**config.mk**
```make
export PLATFORM = sky130hd
export DESIGN_NAME = json_string_escape_encoder
export DESIGN_NICKNAME = d
export VERILOG_FILES = /design/src/jse_pkg.sv /design/src/jse_front.sv /design/src/jse_queue.sv /design/src/jse_back.sv /design/src/json_string_escape_encoder.sv
export VERILOG_INCLUDE_DIRS = /design/src /design/src/src
export SDC_FILE = /design/constraint.sdc
export NUM_CORES = 1
export LEC_CHECK = 0
export BUFFER_PORTS_ARGS = -buffer_cell sky130_fd_sc_hd__buf_4
export CAP_MARGIN = 0
export CORE_ASPECT_RATIO = 0.6
export CORE_MARGIN = 4
export CORE_UTILIZATION = 30
export CTS_BUF_LIST = sky130_fd_sc_hd__clkbuf_2
export DETAILED_ROUTE_END_ITERATION = 8
export SKIP_LAST_GASP = 1
export SLEW_MARGIN = 5
export SYNTH_ARGS = -nofsm -noshare
export SYNTH_HDL_FRONTEND = slang
export SYNTH_SLANG_ARGS = --single-unit
```
**constraint.sdc**
```tcl
create_clock -name clk -period 3.35 [get_ports clk]
set_clock_uncertainty 0.2 [all_clocks]
set_input_delay 0.67 -clock clk [delete_from_list [all_inputs] [get_ports clk]]
set_output_delay 0.67 -clock clk [all_outputs]
set_load 0.03 [all_outputs]
```
**src/json_string_escape_encoder_defines.svh**
```systemverilog
// assertion macros shared by the escape encoder modules
`ifndef JSON_STRING_ESCAPE_ENCODER_DEFINES_SVH
`define JSON_STRING_ESCAPE_ENCODER_DEFINES_SVH

// property that must hold on every clock edge outside reset
`define JSE_ASSERT(lbl, clk, rst_n, expr, msg) \
    lbl: assert property (@(posedge clk) disable iff (!rst_n) (expr)) else $error(msg);

// property whose consequent must hold in the cycle after the antecedent
`define JSE_ASSERT_NEXT(lbl, clk, rst_n, ante, cons, msg) \
    lbl: assert property (@(posedge clk) disable iff (!rst_n) (ante) |=> (cons)) else $error(msg);

`endif

```
**src/jse_pkg.sv**
```systemverilog
package jse_pkg;

    // input request: one raw string byte
    typedef struct packed {
        logic [7:0] in_byte;
        logic       end_of_string;
    } in_item_t;

    // output request: one escaped character
    typedef struct packed {
        logic [6:0] out_char;
        logic       run_last;
        logic       string_done;
    } out_item_t;

    // escape class chosen by the front end
    typedef enum logic [1:0] {
        KIND_PLAIN,
        KIND_SHORT,
        KIND_UNICODE
    } kind_t;

    // classified byte passed through the queue
    typedef struct packed {
        kind_t      kind;
        logic [7:0] code;
        logic       eos;
    } cls_item_t;

    // character codes
    localparam logic [6:0] CHR_BSLASH = 7'h5C;
    localparam logic [6:0] CHR_QUOTE  = 7'h22;
    localparam logic [6:0] CHR_SLASH  = 7'h2F;
    localparam logic [6:0] CHR_U      = 7'h75;
    localparam logic [6:0] CHR_ZERO   = 7'h30;
    localparam logic [6:0] CHR_B      = 7'h62;
    localparam logic [6:0] CHR_F      = 7'h66;
    localparam logic [6:0] CHR_N      = 7'h6E;
    localparam logic [6:0] CHR_R      = 7'h72;
    localparam logic [6:0] CHR_T      = 7'h74;

    // control byte codes with a short escape
    localparam logic [7:0] BYTE_BS  = 8'h08;
    localparam logic [7:0] BYTE_TAB = 8'h09;
    localparam logic [7:0] BYTE_LF  = 8'h0A;
    localparam logic [7:0] BYTE_FF  = 8'h0C;
    localparam logic [7:0] BYTE_CR  = 8'h0D;
    localparam logic [7:0] BYTE_QUOTE  = 8'h22;
    localparam logic [7:0] BYTE_SLASH  = 8'h2F;
    localparam logic [7:0] BYTE_BSLASH = 8'h5C;
    localparam logic [7:0] BYTE_SPACE  = 8'h20;

    // run step positions
    localparam logic [2:0] STEP_FIRST     = 3'd0;
    localparam logic [2:0] STEP_SHORT_END = 3'd1;
    localparam logic [2:0] STEP_U         = 3'd1;
    localparam logic [2:0] STEP_ZERO_HI   = 3'd2;
    localparam logic [2:0] STEP_ZERO_LO   = 3'd3;
    localparam logic [2:0] STEP_HEX_HI    = 3'd4;
    localparam logic [2:0] STEP_HEX_LO    = 3'd5;

    // uppercase hex digit for one nibble
    function automatic logic [6:0] hex_char(logic [3:0] nib);
        logic [6:0] ch;
        if (nib < 4'd10)
            ch = 7'h30 + {3'd0, nib};
        else
            ch = 7'h37 + {3'd0, nib};
        return ch;
    endfunction

endpackage

```
**src/jse_front.sv**
```systemverilog
module jse_front (
    input  logic                 push,
    input  jse_pkg::in_item_t    item,
    input  logic                 q_full,
    output logic                 q_wr,
    output jse_pkg::cls_item_t   q_data
);

    // accept while the queue has room
    assign q_wr = push && !q_full;

    // classify the byte
    always_comb
    begin
        q_data.eos  = item.end_of_string;
        q_data.code = item.in_byte;
        q_data.kind = jse_pkg::KIND_SHORT;
        unique case (item.in_byte)
            jse_pkg::BYTE_BS:     q_data.code = {1'b0, jse_pkg::CHR_B};
            jse_pkg::BYTE_FF:     q_data.code = {1'b0, jse_pkg::CHR_F};
            jse_pkg::BYTE_LF:     q_data.code = {1'b0, jse_pkg::CHR_N};
            jse_pkg::BYTE_CR:     q_data.code = {1'b0, jse_pkg::CHR_R};
            jse_pkg::BYTE_TAB:    q_data.code = {1'b0, jse_pkg::CHR_T};
            jse_pkg::BYTE_QUOTE:  q_data.code = {1'b0, jse_pkg::CHR_QUOTE};
            jse_pkg::BYTE_SLASH:  q_data.code = {1'b0, jse_pkg::CHR_SLASH};
            jse_pkg::BYTE_BSLASH: q_data.code = {1'b0, jse_pkg::CHR_BSLASH};
            default:
            begin
                if (item.in_byte < jse_pkg::BYTE_SPACE || item.in_byte[7])
                    q_data.kind = jse_pkg::KIND_UNICODE;
                else
                    q_data.kind = jse_pkg::KIND_PLAIN;
            end
        endcase
    end

endmodule

```
**src/jse_queue.sv**
```systemverilog
`include "json_string_escape_encoder_defines.svh"

module jse_queue #(
    parameter int DEPTH = 2
) (
    input  logic                clk,
    input  logic                rst_n,
    input  logic                wr,
    input  jse_pkg::cls_item_t  wr_data,
    output logic                full,
    input  logic                rd,
    output jse_pkg::cls_item_t  rd_data,
    output logic                empty
);

    localparam int AW = (DEPTH > 1) ? $clog2(DEPTH) : 1;
    localparam int CW = $clog2(DEPTH + 1);
    localparam logic [AW-1:0] LAST_IDX = AW'(DEPTH - 1);
    localparam logic [CW-1:0] FULL_CNT = CW'(DEPTH);

    jse_pkg::cls_item_t slot_reg [DEPTH];
    logic [AW-1:0] wr_ptr_reg, wr_ptr_next;
    logic [AW-1:0] rd_ptr_reg, rd_ptr_next;
    logic [CW-1:0] count_reg, count_next;
    logic          do_wr, do_rd;

    assign full    = (count_reg == FULL_CNT);
    assign empty   = (count_reg == '0);
    assign rd_data = slot_reg[rd_ptr_reg];
    assign do_wr   = wr && !full;
    assign do_rd   = rd && !empty;

    // pointer and count update
    always_comb
    begin
        wr_ptr_next = wr_ptr_reg;
        rd_ptr_next = rd_ptr_reg;
        count_next  = count_reg;
        if (do_wr)
            wr_ptr_next = (wr_ptr_reg == LAST_IDX) ? '0 : wr_ptr_reg + AW'(1);
        if (do_rd)
            rd_ptr_next = (rd_ptr_reg == LAST_IDX) ? '0 : rd_ptr_reg + AW'(1);
        if (do_wr && !do_rd)
            count_next = count_reg + CW'(1);
        else if (do_rd && !do_wr)
            count_next = count_reg - CW'(1);
    end

    // control registers
    always_ff @(posedge clk or negedge rst_n)
    begin
        if (!rst_n)
        begin
            wr_ptr_reg <= '0;
            rd_ptr_reg <= '0;
            count_reg  <= '0;
        end
        else
        begin
            wr_ptr_reg <= wr_ptr_next;
            rd_ptr_reg <= rd_ptr_next;
            count_reg  <= count_next;
        end
    end

    // storage slots
    always_ff @(posedge clk)
    begin
        if (do_wr)
            slot_reg[wr_ptr_reg] <= wr_data;
    end

    `JSE_ASSERT(a_count_bound, clk, rst_n, count_reg <= FULL_CNT, "queue count above depth")
    `JSE_ASSERT_NEXT(a_push_grows, clk, rst_n, do_wr && !do_rd,
                     count_reg == $past(count_reg) + CW'(1), "push without pop lost")

endmodule

```
**src/jse_back.sv**
```systemverilog
`include "json_string_escape_encoder_defines.svh"

module jse_back (
    input  logic                 clk,
    input  logic                 rst_n,
    input  jse_pkg::cls_item_t   q_data,
    input  logic                 q_empty,
    output logic                 q_rd,
    output jse_pkg::out_item_t   result,
    output logic                 empty,
    input  logic                 pop
);

    logic [2:0]          step_reg, step_next;
    logic                out_valid_reg, out_valid_next;
    jse_pkg::out_item_t  out_reg;
    logic [6:0]          ch;
    logic                last;
    logic                load;

    assign empty  = !out_valid_reg;
    assign result = out_reg;

    // output slot frees when empty or being taken
    assign load = !q_empty && (!out_valid_reg || pop);
    assign q_rd = load && last;

    // character of the current step
    always_comb
    begin
        ch   = jse_pkg::CHR_BSLASH;
        last = 1'b1;
        unique case (q_data.kind)
            jse_pkg::KIND_PLAIN:
            begin
                ch = q_data.code[6:0];
            end
            jse_pkg::KIND_SHORT:
            begin
                last = (step_reg == jse_pkg::STEP_SHORT_END);
                if (step_reg != jse_pkg::STEP_FIRST)
                    ch = q_data.code[6:0];
            end
            jse_pkg::KIND_UNICODE:
            begin
                last = (step_reg == jse_pkg::STEP_HEX_LO);
                case (step_reg)
                    jse_pkg::STEP_FIRST:   ch = jse_pkg::CHR_BSLASH;
                    jse_pkg::STEP_U:       ch = jse_pkg::CHR_U;
                    jse_pkg::STEP_HEX_HI:  ch = jse_pkg::hex_char(q_data.code[7:4]);
                    jse_pkg::STEP_HEX_LO:  ch = jse_pkg::hex_char(q_data.code[3:0]);
                    default:               ch = jse_pkg::CHR_ZERO;
                endcase
            end
            default:
            begin
                ch = q_data.code[6:0];
            end
        endcase
    end

    // step counter and output valid
    always_comb
    begin
        step_next      = step_reg;
        out_valid_next = out_valid_reg;
        if (load)
        begin
            out_valid_next = 1'b1;
            step_next      = last ? jse_pkg::STEP_FIRST : step_reg + 3'd1;
        end
        else if (pop)
        begin
            out_valid_next = 1'b0;
        end
    end

    always_ff @(posedge clk or negedge rst_n)
    begin
        if (!rst_n)
        begin
            step_reg      <= jse_pkg::STEP_FIRST;
            out_valid_reg <= 1'b0;
        end
        else
        begin
            step_reg      <= step_next;
            out_valid_reg <= out_valid_next;
        end
    end

    // output character register
    always_ff @(posedge clk)
    begin
        if (load)
        begin
            out_reg.out_char    <= ch;
            out_reg.run_last    <= last;
            out_reg.string_done <= last && q_data.eos;
        end
    end

    `JSE_ASSERT(a_step_bound, clk, rst_n, step_reg <= jse_pkg::STEP_HEX_LO, "step out of range")
    `JSE_ASSERT(a_mid_run, clk, rst_n,
                (step_reg == jse_pkg::STEP_FIRST) ||
                (!q_empty && q_data.kind != jse_pkg::KIND_PLAIN),
                "run in progress without an escaped byte at queue head")
    `JSE_ASSERT(a_done_last, clk, rst_n,
                !out_valid_reg || !out_reg.string_done || out_reg.run_last,
                "string end flagged off the end of a run")

endmodule

```
**src/json_string_escape_encoder.sv**
```systemverilog
// JSON string escape encoder
// Input side is a queue write port: an item (raw byte plus end-of-string
// flag) is taken on a clock edge with push high and full low.
// Output side is a queue read port: while empty is low the oldest escaped
// character sits on result, and it is taken on an edge with pop high.
// Each byte yields 1 character (plain), 2 (short backslash escape) or
// 6 (\u00XX form); run_last marks the last one, string_done marks it too
// when the byte carried the end flag.
// A taken byte is first written to a queue slot; its first character is then registered onto result.
// Throughput: one character per cycle while pop takes each one, set by the single
// output register fed by the escape sequencer; plain bytes therefore go at one per
// cycle and an escaped byte holds the sequencer until its last character is loaded.
// A classification queue of QUEUE_DEPTH entries sits between the front and
// the sequencer, so full rises only once it has filled.
// When pop stays low the output character holds, the sequencer stops and
// the queue fills, after which full holds off new input.
// Reset empties the queue and clears the output valid flag; empty is high afterwards.
module json_string_escape_encoder #(
    parameter int QUEUE_DEPTH = 2
) (
    input  logic                clk,
    input  logic                rst_n,
    input  logic                push,
    output logic                full,
    input  jse_pkg::in_item_t   item,
    output logic                empty,
    input  logic                pop,
    output jse_pkg::out_item_t  result
);

    logic                q_wr;
    logic                q_rd;
    logic                q_empty;
    jse_pkg::cls_item_t  q_wr_data;
    jse_pkg::cls_item_t  q_rd_data;

    // byte classification
    jse_front u_front (
        .push   (push),
        .item   (item),
        .q_full (full),
        .q_wr   (q_wr),
        .q_data (q_wr_data)
    );

    // decoupling queue
    jse_queue #(
        .DEPTH (QUEUE_DEPTH)
    ) u_queue (
        .clk     (clk),
        .rst_n   (rst_n),
        .wr      (q_wr),
        .wr_data (q_wr_data),
        .full    (full),
        .rd      (q_rd),
        .rd_data (q_rd_data),
        .empty   (q_empty)
    );

    // escape sequencer and output register
    jse_back u_back (
        .clk     (clk),
        .rst_n   (rst_n),
        .q_data  (q_rd_data),
        .q_empty (q_empty),
        .q_rd    (q_rd),
        .result  (result),
        .empty   (empty),
        .pop     (pop)
    );

endmodule
```
# ---- After elaboration in Yosys (flattened, before gate mapping)
# Memories as Yosys holds them, arrays and structs flattened.
# Cells that the tools add are included.
dict set report word_totals {
  n_memories 1
  register_bits 17
  ramBits 22
  out_inout_bits 11
  input_bits 13
}
# name depth word_bits rd rd_ports_with_merged_regs wr line_no
set memory_table {}
lappend memory_table {u_queue.slot_reg 2 11 1 0 1 jse_queue.sv:21} ;# jse_pkg::cls_item_t slot_reg [DEPTH];
dict set report op_classes {
  reduce_logical 21
  muxes 18
  n_eq_ne 14
  order_cmp 3
  add_sub_neg 9
}
# op n
set ops {}
lappend ops {{$pmux W8 S8} 1}
lappend ops {{$eq A8 B4 Y1 const B} 5}
lappend ops {{$add A6 B4 Y7 const A} 4}
lappend ops {{$pmux W7 S4} 1}
lappend ops {{$mux W7} 3}
lappend ops {{$eq A8 B6 Y1 const B} 2}
lappend ops {{$pmux W7 S2} 1}
lappend ops {{$eq A8 B7 Y1 const B} 1}
lappend ops {{$logic_and A1 B1 Y1} 8}
lappend ops {{$lt A4 B4 Y1 const B} 2}
lappend ops {{$lt A8 B6 Y1 const B} 1}
lappend ops {{$mux W2} 4}
lappend ops {{$reduce_or A8 Y1} 1}
lappend ops {{$eq A3 B3 Y1 const B} 2}
lappend ops {{$mux W1} 6}
lappend ops {{$logic_not A1 Y1} 5}
lappend ops {{$eq A2 B2 Y1 const B} 2}
lappend ops {{$reduce_bool A2 Y1} 2}
lappend ops {{$add A3 B1 Y3 const B} 1}
lappend ops {{$eq A3 B1 Y1 const B} 1}
lappend ops {{$logic_not A3 Y1} 1}
lappend ops {{$mux W3} 1}
lappend ops {{$reduce_bool A3 Y1} 1}
lappend ops {{$add A1 B1 Y1 const B} 2}
lappend ops {{other kinds (6)} 7}

# ---- Depth between registers and ports, before layout
dict set report depth {
  word_depth 8
  mapped_depth 13
  ltp_nobuf 11
}

# ---- Hierarchy
# From an unflattened synthesis, not the netlist that was laid out.
dict set report hier_totals {
  cells_unflattened 200
  area_unflattened_um2 2274.7
}
# module instances seq_area_each_um2 cells_each area_each_um2
set modules_own_cells {}
lappend modules_own_cells {jse_queue 1 760.7 53 1002.2}
lappend modules_own_cells {jse_back 1 370.4 102 934.6}
lappend modules_own_cells {jse_front 1 0.0 45 337.8}

# ---- Worst setup path after synthesis
# Ideal clock, no wire load.
dict set report synth_timing {
  kind {register to register}
  from {register u_queue.rd_ptr_reg}
  to {register u_queue.count_reg[1]}
  required_ns 3.025
  path_slack_ns 0.787
  path_stages_with_launch 14
  arrival_time_ns 2.238
  period_less_slack_ns 2.563
  cell_sequence {dfrtp_1 > buf_6 > buf_12 > mux2i_1 > inv_1 > ha_1 > mux2_2 > a21oi_2 > inv_1 > nand2_1 > ha_1 > xor2_1 > nor2_1 > xor2_1}
}
dict set report synth_via {
  elab_chain_cells 8
  elab_cells_between_ends 11
  classes_between {eq/ne (2); mux (2); reduce/logical (6); memory (1)}
}
# element line_no
set synth_lines {}
lappend synth_lines {{from (decl)} jse_queue.sv:23} ;# logic [AW-1:0] rd_ptr_reg, rd_ptr_next;
lappend synth_lines {{from (signal assigned)} jse_queue.sv:61} ;# rd_ptr_reg <= rd_ptr_next;
lappend synth_lines {{$mem_v2 Z2 W11 *} --}
lappend synth_lines {{$eq A2 B2 Y1 or $eq A2 B1 Y1 (tied branches)} jse_back.sv:33} ;# unique case (q_data.kind)
lappend synth_lines {{$pmux W1 S2 *} jse_back.sv:33}
lappend synth_lines {{named net u_back.last} jse_back.sv:18} ;# logic last;
lappend synth_lines {{$logic_and A1 B1 Y1 *} jse_back.sv:26} ;# assign q_rd = load && last;
lappend synth_lines {{$logic_and A1 B1 Y1 *} jse_queue.sv:31} ;# assign do_rd = rd && !empty;
lappend synth_lines {{$logic_not A1 Y1} jse_queue.sv:43} ;# if (do_wr && !do_rd)
lappend synth_lines {{$logic_and A1 B1 Y1} jse_queue.sv:43}
lappend synth_lines {{$mux W2 or $reduce_bool A2 Y1 (tied branches)} --}
lappend synth_lines {{to (signal assigned)} jse_queue.sv:62} ;# count_reg <= count_next;
lappend synth_lines {{to (decl)} jse_queue.sv:24} ;# logic [CW-1:0] count_reg, count_next;
# The timed path passes the listed nets; every way through them passes the cells marked *.
# A chain may end at the register's enable or synchronous reset.

# ---- Final worst setup path
# Ends and elaborated chain as after synthesis.

==> summary.md <==
| Metric | Value |
|---|---|
| Post-synth ARST share | `20.5%` |
| Startpoint Class | `flop` |
| Critical Path End | `u_queue.count_reg[1]$_DFFE_PN0P_` |
| Clock Tree Buf Depth | `2` |
| Seq cells post-synth | `39` |
| Worst setup EP type | `flop` |
| Post-Synthesis Cells | `221` |
| RSZ-0062 raised after global routing | `no` |
| Max reg flops | `22` |
| H-tree depth | `2` |
| Net Sw Frac | `43.2%` |
| Gpl congestion | `0.855` |
| Reg2Reg Setup Slack | `540 ps` |
| Core Box Area | `7390 µm²` |
| CTS Buf Count | `5` |
| Psw | `1.04 mW` |
| Port Buffers | `23` |
| Synthesized area per cell | `10.5 µm²` |
| First-pass GRT wire length | `7.91 mm` |
| Clock Latency Late Sink | `360 ps` |
| VDD IR max | `0.000376 V` |
| Sink Count | `39` |
| Largest cells by area after synthesis | `edfxtp_1, dfrtp_1, ha_1` |
| CP max-delay cell | `dfrtp_1` |
| Worst Path Required | `3430 ps` |
| Num ports | `24` |
| Buf/Inv on CP | `2` |
| Library cells used by synthesis | `52` |
| Final setup viols | `0` |
| Setup_tns | `0 ps` |
| Post-synth EDFFs | `31` |
| Worst r2r dst | `u_queue.count_reg[1]$_DFFE_PN0P_` |
| Setup Buffers After CTS | `0` |
| Worst path top cell family by delay | `flip-flops` |
| Arrival time at the worst endpoint | `2890 ps` |
| Critical path cell sequence | `mux2i_1, inv_1, ha_1, mux2_2, a21oi_2, inv_1, nand2_1, ha_1, xor2_1, nor2_1, xor2_1` |
| PwrDens | `904 nW/µm²` |
| Row cnt | `24` |
| Crit Path Category | `reg2reg` |
| Fillers | `758` |
| Vias in the first global route | `1598` |
| Ys flop type | `edfxtp_1` |
| Sequential fraction of the synthesis area | `48.8%` |
| Initial core utilization | `31.4%` |
| Hold Path Class | `in2reg` |
| Avg WL per Cell | `13.8 µm` |
| Crit path time final | `2810 ps` |
| Mapped Area | `2320 µm²` |
| Yosys warns | `0` |
| Post-Layout Inst Area | `2660 µm²` |
| Final worst path period share | `84.0%` |
| 1st-iter DRT viols | `116` |
| Leading area contributor after synthesis | `edfxtp_1` |
| Gr ovfl total | `0` |
| Worst Path Max Fanout | `7` |
| Int Power | `1.36 mW` |
| CP peak stage delay | `610 ps` |
| DRC | `0` |
| Status | `completed` |
| Sequential share of power | `35.9%` |
| Register-to-Register Path Depth | `11` |
| Antenna viol nets, final | `0` |
| Post-synth top area share | `40.2%` |
| CP startpoint | `u_queue.rd_ptr_reg$_DFFE_PN0P_` |
| GRT Total Usage | `10.5%` |
| Die X | `121 µm` |
| Drt total wl | `4.86 mm` |
| Vias post-DR | `1741` |
| Critical Path Stages | `11` |
| Initial antenna violation count | `0` |
| Detailed placement HPWL | `3.72 mm` |
| Rel. slew slack | `64.1%` |
| Root Buffer | `clkbuf_2` |
| Full die area | `9240 µm²` |
| Routed vias/inst | `4.96` |
| Final layout net count | `267` |
| Final Max Tran Viols | `0` |
| Max-Cap Viols | `0` |
| RR Startpoint | `u_queue.rd_ptr_reg$_DFFE_PN0P_` |
| Fin. Hold Viols | `0` |
| P&R area growth vs syn | `14.5%` |
| Cell Area, Placed | `2580 µm²` |
| Least-Margin Pin Slew | `524 ps` |
| Part of the power in combinational logic | `52.6%` |
| # diodes | `0` |
| Syn Nets | `242` |
| Pin count of the biggest net entering global routing | `17` |
| Most frequent cells in the layout | `edfxtp_1, buf_4, nor2_1` |
| Die Height | `76.1 µm` |
| Commonest non-fill, non-tap cell in the layout | `edfxtp_1` |
| Leakage | `1.02 nW` |
| Clock group share of total power | `11.5%` |
| First-pass DRT Iterations | `5` |
| Max Freq | `355 MHz` |
| Clock-pin slew on the worst setup and hold paths | `190 ps` |
| TritonCTS clock tree | `done` |
| Layout cells sized above 1 | `19.0%` |
## timing repair
action | in CTS | in global routing
hold buffers | 1 | 0
hold endpoints to repair | 8 | 0
gates resized for setup | 0 | 0
## layer usage
layer  GRT usage [%]  share of wire (%)  up-vias
met5               0                  0        -
met4            1.68               0.25        0
met3            3.34                7.4        2
met2            14.7                 42       65
met1            16.0                 51      809
li1                -                  -      865
## how the worst min path moves through the flow
stage | slack [ps] | to | depth (start not counted) | from
3_3_place_gp | 280 | u_queue.wr_ptr_reg$_DFFE_PN0P_ | 1 | u_queue.wr_ptr_reg$_DFFE_PN0P_
5_1_grt | 240 | u_queue.slot_reg[0][0]$_DFFE_PP_ | 1 | item[0]
3_5_place_dp | 300 | u_back.out_valid_reg$_DFFE_PN0P_ | 1 | rst_n
2_1_floorplan | 170 | u_back.out_valid_reg$_DFFE_PN0P_ | 0 | rst_n
6_report | 290 | u_queue.slot_reg[0][0]$_DFFE_PP_ | 1 | item[0]
4_1_cts | 260 | u_queue.slot_reg[0][0]$_DFFE_PP_ | 1 | item[0]
## through the flow
stage / util, % / std cells / hold slack, ps / setup slack [ps] / total power, mW
2_1_floorplan: - / 221 / 174 / 787 / 1.81
3_3_place_gp: 34.9 / 342 / 281 / 675 / 2.13
3_5_place_dp: 34.9 / 342 / 297 / 529 / 2.13
4_1_cts: 35.9 / 351 / 258 / 491 / 2.41
5_1_grt: 35.9 / 351 / 237 / 236 / 2.59
6_report: 35.9 / 351 / 289 / 536 / 2.40
## synthesized netlist by cell type, drive strengths merged (3+ instances only)
cell    count
a21oi      12
a31oi       4
buf         6
clkbuf      3
dfrtp       8
edfxtp     31
ha          8
inv        12
mux2        5
mux2i       7
nand2      19
nand2b      9
nand3       7
nor2       22
nor2b       6
o21a        3
o21ai      18
xnor2       4
## cell families (layout without fill, tap and decap cells)
group / Yosys count / count (layout) / synth area share [%]
compound gates: 59 / 59 / 17.3
simple gates: 76 / 76 / 16.6
buf+inv: 21 / 47 / 4.64
xor+xnor: 6 / 6 / 2.27
fa+ha+maj: 8 / 8 / 4.32
flops: 39 / 39 / 48.8
mux: 12 / 12 / 6.15
## worst register-to-register path, delay by kind of cell, from the launching register on
kind | cells | cell delay [ps]
XOR/XNOR | 2 | 300
multiplexers | 2 | 590
adder cells (fa/ha/maj) | 2 | 420
flip-flops | 1 | 610
AND/OR/NAND/NOR | 2 | 180
buffers and inverters | 2 | 180
AO/OA/AOI/OAI | 1 | 240
## cell type report
cell class,instances,area [µm²],area share [%]
multi-input combinational,161,1080,40.7
tap,104,130,4.90
clock buffer,5,25.0,0.943
inverter,12,45.0,1.70
timing repair buffer,27,205,7.73
sequential,39,1130,42.6
clock inverter,3,38.8,1.46
## power groups by stage
stage                     logic (mW)  registers, mW  clock network [mW]
after floorplan                0.865          0.946                   0
after global placement          1.25          0.877                   0
after detailed placement        1.25          0.876                   0
after CTS                       1.26          0.866               0.285
after global routing            1.40          0.887               0.309
final                           1.26          0.863               0.276
(Power assumes the default switching activity.)
